--- src/sv/pf_pkg.sv ---
// Shared constants and types for the trial-division prime factorizer.
package pf_pkg;

    localparam int WIDTH       = 32;
    localparam int DATA_W      = 32;
    localparam int MAX_RESULTS = 32;
    localparam int CNT_W       = $clog2(MAX_RESULTS + 1);
    localparam int BIT_W       = $clog2(WIDTH);

    typedef enum logic [4:0] {
        ST_IDLE   = 5'b00001,
        ST_DIV    = 5'b00010,
        ST_DECIDE = 5'b00100,
        ST_SEND   = 5'b01000,
        ST_FIN    = 5'b10000
    } t_state;

endpackage

--- src/sv/prime_factorizer_top.sv ---
// Trial-division prime factorizer with a bit-serial restoring divider.
// Each trial divisor goes through the divider (ST_DIV) and then a decision state
// (ST_DECIDE); each result is then sent from ST_SEND, a leftover final prime passing
// through ST_FIN first; a prime near 2^32 takes about 65536 trial divisors. Values are
// taken one at a time; the next once the current one's last result is in the output reg.
// Reset (synchronous, active low) clears the state machine, counters and valid flags.
module prime_factorizer_top (
    input  logic                      i_clk,
    input  logic                      i_rst_n,
    input  logic                      i_s_axis_tvalid,
    output logic                      o_s_axis_tready,
    input  logic [pf_pkg::DATA_W-1:0] i_s_axis_tdata,   // [31:0] n
    output logic                      o_m_axis_tvalid,
    input  logic                      i_m_axis_tready,
    output logic [pf_pkg::DATA_W-1:0] o_m_axis_tdata,   // [31:0] factor
    output logic                      o_m_axis_tlast,
    output logic                      o_m_axis_tuser    // [0] no_factor
);
    import pf_pkg::*;

    t_state             r_state, n_state;
    t_state             r_snext, n_snext;
    logic [WIDTH-1:0]   r_rem, n_rem;
    logic [WIDTH-1:0]   r_d, n_d;
    logic [WIDTH-1:0]   r_sh, n_sh;
    logic [WIDTH-1:0]   r_part, n_part;
    logic [BIT_W-1:0]   r_bit, n_bit;
    logic [CNT_W-1:0]   r_cnt, n_cnt;
    logic               r_chk, n_chk;
    logic [WIDTH-1:0]   r_pend, n_pend;
    logic               r_pend_v, n_pend_v;
    logic [WIDTH-1:0]   r_fin, n_fin;
    logic [WIDTH-1:0]   r_sf, n_sf;
    logic               r_sl, n_sl;
    logic               r_sn, n_sn;
    logic               r_ov, n_ov;
    logic [DATA_W-1:0]  r_of, n_of;
    logic               r_ol, n_ol;
    logic               r_on, n_on;

    logic [WIDTH:0]     shl;
    logic               ge;
    logic [WIDTH-1:0]   diff;
    logic [WIDTH-1:0]   n_in;
    logic               out_free;

    assign n_in     = WIDTH'(i_s_axis_tdata);
    assign shl      = {r_part, r_sh[WIDTH-1]};
    assign ge       = shl >= {1'b0, r_d};
    assign diff     = shl[WIDTH-1:0] - r_d;
    assign out_free = !r_ov || i_m_axis_tready;

    assign o_s_axis_tready = (r_state == ST_IDLE);
    assign o_m_axis_tvalid = r_ov;
    assign o_m_axis_tdata  = r_of;
    assign o_m_axis_tlast  = r_ol;
    assign o_m_axis_tuser  = r_on;

    always_comb begin
        n_state  = r_state;
        n_snext  = r_snext;
        n_rem    = r_rem;
        n_d      = r_d;
        n_sh     = r_sh;
        n_part   = r_part;
        n_bit    = r_bit;
        n_cnt    = r_cnt;
        n_chk    = r_chk;
        n_pend   = r_pend;
        n_pend_v = r_pend_v;
        n_fin    = r_fin;
        n_sf     = r_sf;
        n_sl     = r_sl;
        n_sn     = r_sn;
        n_ov     = r_ov;
        n_of     = r_of;
        n_ol     = r_ol;
        n_on     = r_on;

        if (r_ov && i_m_axis_tready) begin
            n_ov = 1'b0;
        end

        case (r_state)
            ST_IDLE: begin
                if (i_s_axis_tvalid) begin
                    n_rem    = n_in;
                    n_d      = WIDTH'(2);
                    n_cnt    = '0;
                    n_pend_v = 1'b0;
                    n_chk    = 1'b1;
                    n_sh     = n_in;
                    n_part   = '0;
                    n_bit    = '0;
                    if (n_in == WIDTH'(1)) begin
                        n_sf    = '0;
                        n_sl    = 1'b1;
                        n_sn    = 1'b1;
                        n_snext = ST_IDLE;
                        n_state = ST_SEND;
                    end else begin
                        n_state = ST_DIV;
                    end
                end
            end
            ST_DIV: begin
                n_part = ge ? diff : shl[WIDTH-1:0];
                n_sh   = {r_sh[WIDTH-2:0], ge};
                n_bit  = r_bit + BIT_W'(1);
                if (r_bit == BIT_W'(WIDTH - 1)) begin
                    n_state = ST_DECIDE;
                end
            end
            ST_DECIDE: begin
                // r_sh holds rem / d, r_part holds rem % d
                n_part = '0;
                n_bit  = '0;
                if (r_chk && (r_d > r_sh)) begin
                    n_sn = 1'b0;
                    if (r_rem != WIDTH'(1)) begin
                        n_fin = r_rem;
                        if (r_pend_v) begin
                            n_sf    = r_pend;
                            n_sl    = 1'b0;
                            n_snext = ST_FIN;
                            n_state = ST_SEND;
                        end else begin
                            n_state = ST_FIN;
                        end
                    end else begin
                        n_sf    = r_pend;
                        n_sl    = 1'b1;
                        n_snext = ST_IDLE;
                        n_state = ST_SEND;
                    end
                end else if (r_part == '0) begin
                    n_cnt    = r_cnt + CNT_W'(1);
                    n_rem    = r_sh;
                    n_chk    = 1'b0;
                    n_sn     = 1'b0;
                    n_sl     = 1'b0;
                    n_sf     = r_pend;
                    n_pend   = r_d;
                    n_pend_v = 1'b1;
                    if (r_cnt + CNT_W'(1) == CNT_W'(MAX_RESULTS)) begin
                        n_fin = r_d;
                        if (r_pend_v) begin
                            n_snext = ST_FIN;
                            n_state = ST_SEND;
                        end else begin
                            n_state = ST_FIN;
                        end
                    end else if (r_pend_v) begin
                        n_snext = ST_DIV;
                        n_state = ST_SEND;
                    end else begin
                        n_state = ST_DIV;
                    end
                end else begin
                    n_d     = r_d + WIDTH'(1);
                    n_chk   = 1'b1;
                    n_sh    = r_rem;
                    n_state = ST_DIV;
                end
            end
            ST_FIN: begin
                n_sf    = r_fin;
                n_sl    = 1'b1;
                n_sn    = 1'b0;
                n_snext = ST_IDLE;
                n_state = ST_SEND;
            end
            ST_SEND: begin
                if (out_free) begin
                    n_ov    = 1'b1;
                    n_of    = DATA_W'(r_sf);
                    n_ol    = r_sl;
                    n_on    = r_sn;
                    n_state = r_snext;
                end
            end
            default: begin
                n_state = ST_IDLE;
            end
        endcase
    end

    always_ff @(posedge i_clk) begin
        if (!i_rst_n) begin
            r_state  <= ST_IDLE;
            r_snext  <= ST_IDLE;
            r_ov     <= 1'b0;
            r_pend_v <= 1'b0;
            r_chk    <= 1'b0;
            r_cnt    <= '0;
            r_bit    <= '0;
        end else begin
            r_state  <= n_state;
            r_snext  <= n_snext;
            r_ov     <= n_ov;
            r_pend_v <= n_pend_v;
            r_chk    <= n_chk;
            r_cnt    <= n_cnt;
            r_bit    <= n_bit;
        end
    end

    always_ff @(posedge i_clk) begin
        r_rem  <= n_rem;
        r_d    <= n_d;
        r_sh   <= n_sh;
        r_part <= n_part;
        r_pend <= n_pend;
        r_fin  <= n_fin;
        r_sf   <= n_sf;
        r_sl   <= n_sl;
        r_sn   <= n_sn;
        r_of   <= n_of;
        r_ol   <= n_ol;
        r_on   <= n_on;
    end

endmodule
--- config.mk ---
export PLATFORM = sky130hd
export DESIGN_NAME = prime_factorizer_top
export DESIGN_NICKNAME = d
export VERILOG_FILES = /design/src/sv/pf_pkg.sv /design/src/sv/prime_factorizer_top.sv
export SDC_FILE = /design/constraint.sdc
export NUM_CORES = 1
export LEC_CHECK = 0
export ABC_CLOCK_PERIOD_IN_PS = 19850
export BUFFER_PORTS_ARGS = -buffer_cell sky130_fd_sc_hd__buf_4
export CAP_MARGIN = 40
export CORE_MARGIN = 4
export CORE_UTILIZATION = 45
export CTS_BUF_LIST = sky130_fd_sc_hd__clkbuf_8
export CTS_CLUSTER_DIAMETER = 50
export DETAILED_ROUTE_END_ITERATION = 8
export GPL_TIMING_DRIVEN = 1
export REMOVE_ABC_BUFFERS = 1
export SLEW_MARGIN = 10
export SYNTH_ARGS = -nofsm -noshare
export SYNTH_HDL_FRONTEND = slang
export SYNTH_SLANG_ARGS = --single-unit
--- constraint.sdc ---
create_clock -name i_clk -period 19.85 [get_ports i_clk]
set_input_delay 3.97 -clock i_clk [delete_from_list [all_inputs] [get_ports i_clk]]
set_output_delay 3.97 -clock i_clk [all_outputs]
set_load 0.01 [all_outputs]
==> flow_metrics.tcl <==
set metrics [dict create \
    synth_edf_count 260 \
    wire_per_inst_um 21.4 \
    hold_path_class "flop to flop" \
    status "complete, no violations" \
    hold_violations 0 \
    final_core_util_pct 53.3 \
    drt-total-wl_um 39600 \
    rows 65 \
    p_sw_share_pct 35.0 \
    core_region_area_um2 31900 \
    grt_overflow_total 0 \
    num-nets-final 1484 \
    yosysTopAreaCellShare_pct 53.0 \
    synthTopCellsByArea "edfxtp_1 (53%), ha_1 (5.8%), nor2_1 (4.2%), dfxtp_1 (3.3%), mux2i_1 (2.9%)" \
    setup_viol 0 \
    dp_cells 1764 \
    synth_most_common_cell "edfxtp_1" \
    r2r-start "r_sh[26]" \
    p_clk_share_pct 28.9 \
    grt_usage_pct 22.1 \
    cp-end-kind "flop" \
    r2r_end "r_fin[11]" \
    grt_pass1_vias 10400 \
    synthArstFlopShare_pct 0 \
    fmaxAchievable_ghz 0.158 \
    top_layer "met4" \
    cts_root_buffer "clkbuf_8" \
    cts_buffers 48 \
    min_path_cells 0 \
    synth.largest_area_cell "edfxtp_1" \
    cts_resized 0 \
    seqPwrFrac_pct 39.6 \
    worstMarginPinSlew_ns 0.937 \
    numPortBuffers 71 \
    critPathKind "primary input to flop" \
    instances_no_fill 1854 \
    cts_tree "done" \
    globalplace.congestion 0.899 \
    tns_ns 0 \
    critical_path.startpoint_type "primary input" \
    path_delay_family "simple AND/OR/NAND/NOR gates" \
    ios 72 \
    slowest_delay_ns 0.80 \
    cap_violations 0 \
    fin_crit_sh_pct 31.9 \
    cts_max_path_buffers 3 \
    drtIter0Drc 1064 \
    fin_skew_ns 0.0264 \
    ant_nets 0 \
    total_power_w 0.00219 \
    path_buf_inv 2 \
    viasPerCell 5.79 \
    synth-seq-cells 284 \
    maxSlewHeadroom_pct 37.0 \
    clk_latency_ns 0.60 \
    rsz0062_at_grt "no" \
    yosysSeqAreaShare_pct 56.3 \
    power_leakage_nw 6.29 \
    die_h_um 189 \
    die_width_um 189 \
    yosys_warnings 0 \
    wl_met2_um 17700 \
    required_ns 20.08 \
    synth_cell_types 73 \
    layout-area-overhead-vs-synth_pct 15.5 \
    cts_hold_repair.buffers 0 \
    fp.dieArea_um2 35700 \
    antenna_cells 0 \
    cp_slowest_cell "nor4_1" \
    r2r_slack_ns 15.00 \
    combPwrFrac_pct 31.5 \
    r2r_cells 12 \
    drive_gt1_share_pct 13.2 \
    syn-cell-area_um2 14700 \
    path_max_fanout 27 \
    min_period_ns 6.33 \
    drt-met1-wl_um 18000 \
    post_cts_buffers 0 \
    synth.avg_cell_area_um2 11.4 \
    hold_end "o_m_axis_tdata[22]" \
    wl_met3_um 3210 \
    drcViolationCount 0 \
    synthFlopType "edfxtp_1" \
    internal-power_w 0.00142 \
    cts-htree-levels 2 \
    ir_worst_vdd_uv 60.0 \
    grt_pass1_wl_um 61700 \
    critical_path.startpoint "i_s_axis_tdata[11]" \
    arrival_ns 6.57 \
    p_switching_w 0.000766 \
    cpMostUsedCell "buf_4" \
    postSynthCellCount 1297 \
    cts_sinks 284 \
    antenna_found_initial 0 \
    firstDrtPassIters 6 \
    start_util_pct 46.2 \
    powerDensity_nw_per_um2 128 \
    via_count 10700 \
    grt_max_degree 72 \
    drv_slew 0 \
    synth_commonest_cells "edfxtp_1 (260), nor2_1 (163), nand2_1 (90)" \
    hp-start "r_sf[22]" \
    clk_pin_slew_ns 0.07 \
    cp_cell_sequence "buf_4 -> nor4_1 -> nand4_1 -> nor2_1 -> nand3_1 -> and2_1 -> a21oi_4 -> buf_4" \
    dp_hpwl_um 27800 \
]
cells in the final DEF, fill, tap and decap left out, types with 41 or more instances in the layout:
cell / Yosys / final
nand2_1: 90 / 90
edfxtp_1: 260 / 260
a21oi_1: 66 / 64
buf_4: 0 / 85
clkbuf_8: 0 / 50
xnor2_1: 42 / 42
inv_1: 76 / 81
nor2_1: 163 / 158
ha_1: 68 / 68
mux2i_1: 43 / 43
o21ai_0: 59 / 59
a21o_1: 41 / 41
flip-flops by register name, summed over array words and instances (netlist names):
| name | count |
|---|---|
| o_m_axis_tdata | 32 |
| o_m_axis_tlast | 1 |
| o_m_axis_tuser | 1 |
| o_m_axis_tvalid | 1 |
| r_bit | 5 |
| r_chk | 1 |
| r_cnt | 6 |
| r_d | 32 |
| r_fin | 32 |
| r_part | 32 |
| r_pend | 32 |
| r_pend_v | 1 |
| r_rem | 32 |
| r_sf | 32 |
| r_sh | 32 |
| r_sl | 1 |
| r_sn | 1 |
| r_snext | 5 |
| r_state | 5 |
layout make-up:
cell class | instances | area, um2
Fill cell | 2814 | 14900
Clock inverter | 40 | 468
Multi-Input combinational cell | 880 | 6000
Tap cell | 435 | 544
Sequential cell | 284 | 8290
Inverter | 76 | 285
Timing Repair Buffer | 89 | 733
Clock buffer | 50 | 688
stage by stage:
| stage | cell area [um2] | worst slack, ns | hold slack [ns] |
|---|---|---|---|
| after CTS | 17000 | 13.63 | 0.398 |
| final | 17000 | 13.52 | 0.404 |
| after detailed placement | 15900 | 13.01 | 0.405 |
| after global placement | 15800 | 13.05 | 0.402 |
| after floorplan | 14500 | 11.03 | 0.400 |
| after global routing | 17000 | 13.48 | 0.417 |
power by group through the flow:
stage / combinational [W] / clock [W] / sequential [W]
6_report: 0.000688 / 0.000631 / 0.000866
3_3_place_gp: 0.000668 / 0 / 0.000875
5_1_grt: 0.000771 / 0.000674 / 0.000873
3_5_place_dp: 0.000678 / 0 / 0.000874
4_1_cts: 0.000683 / 0.000645 / 0.000863
2_1_floorplan: 0.000506 / 0 / 0.000835
worst max-delay path by stage:
| stage | cells after the start | slack [ns] | to |
|---|---|---|---|
| global route | 8 | 13.48 | r_sf[13] |
| floorplan | 3 | 11.03 | r_d[0] |
| CTS | 8 | 13.63 | r_sf[12] |
| finish | 8 | 13.52 | r_sf[12] |
| detailed placement | 8 | 13.01 | r_sf[12] |
| global placement | 8 | 13.05 | r_sf[13] |
kinds of logic (layout without fill, tap and decap cells):
group | after synthesis | after routing | share of synthesized area (%)
simple gates | 398 | 398 | 12.5
compound gates | 309 | 309 | 15.0
flops | 284 | 284 | 56.3
buf+inv | 133 | 255 | 3.71
fa+ha+maj | 69 | 69 | 5.91
xor+xnor | 61 | 61 | 3.63
mux | 43 | 43 | 2.92
metal layers:
metal  up-vias  GRT usage [%]
met5         -              0
met4         0           4.62
met3        53           3.89
met2       446           34.3
met1      5209           32.8
li1       5023              -
Power figures use the tool's default switching activity.
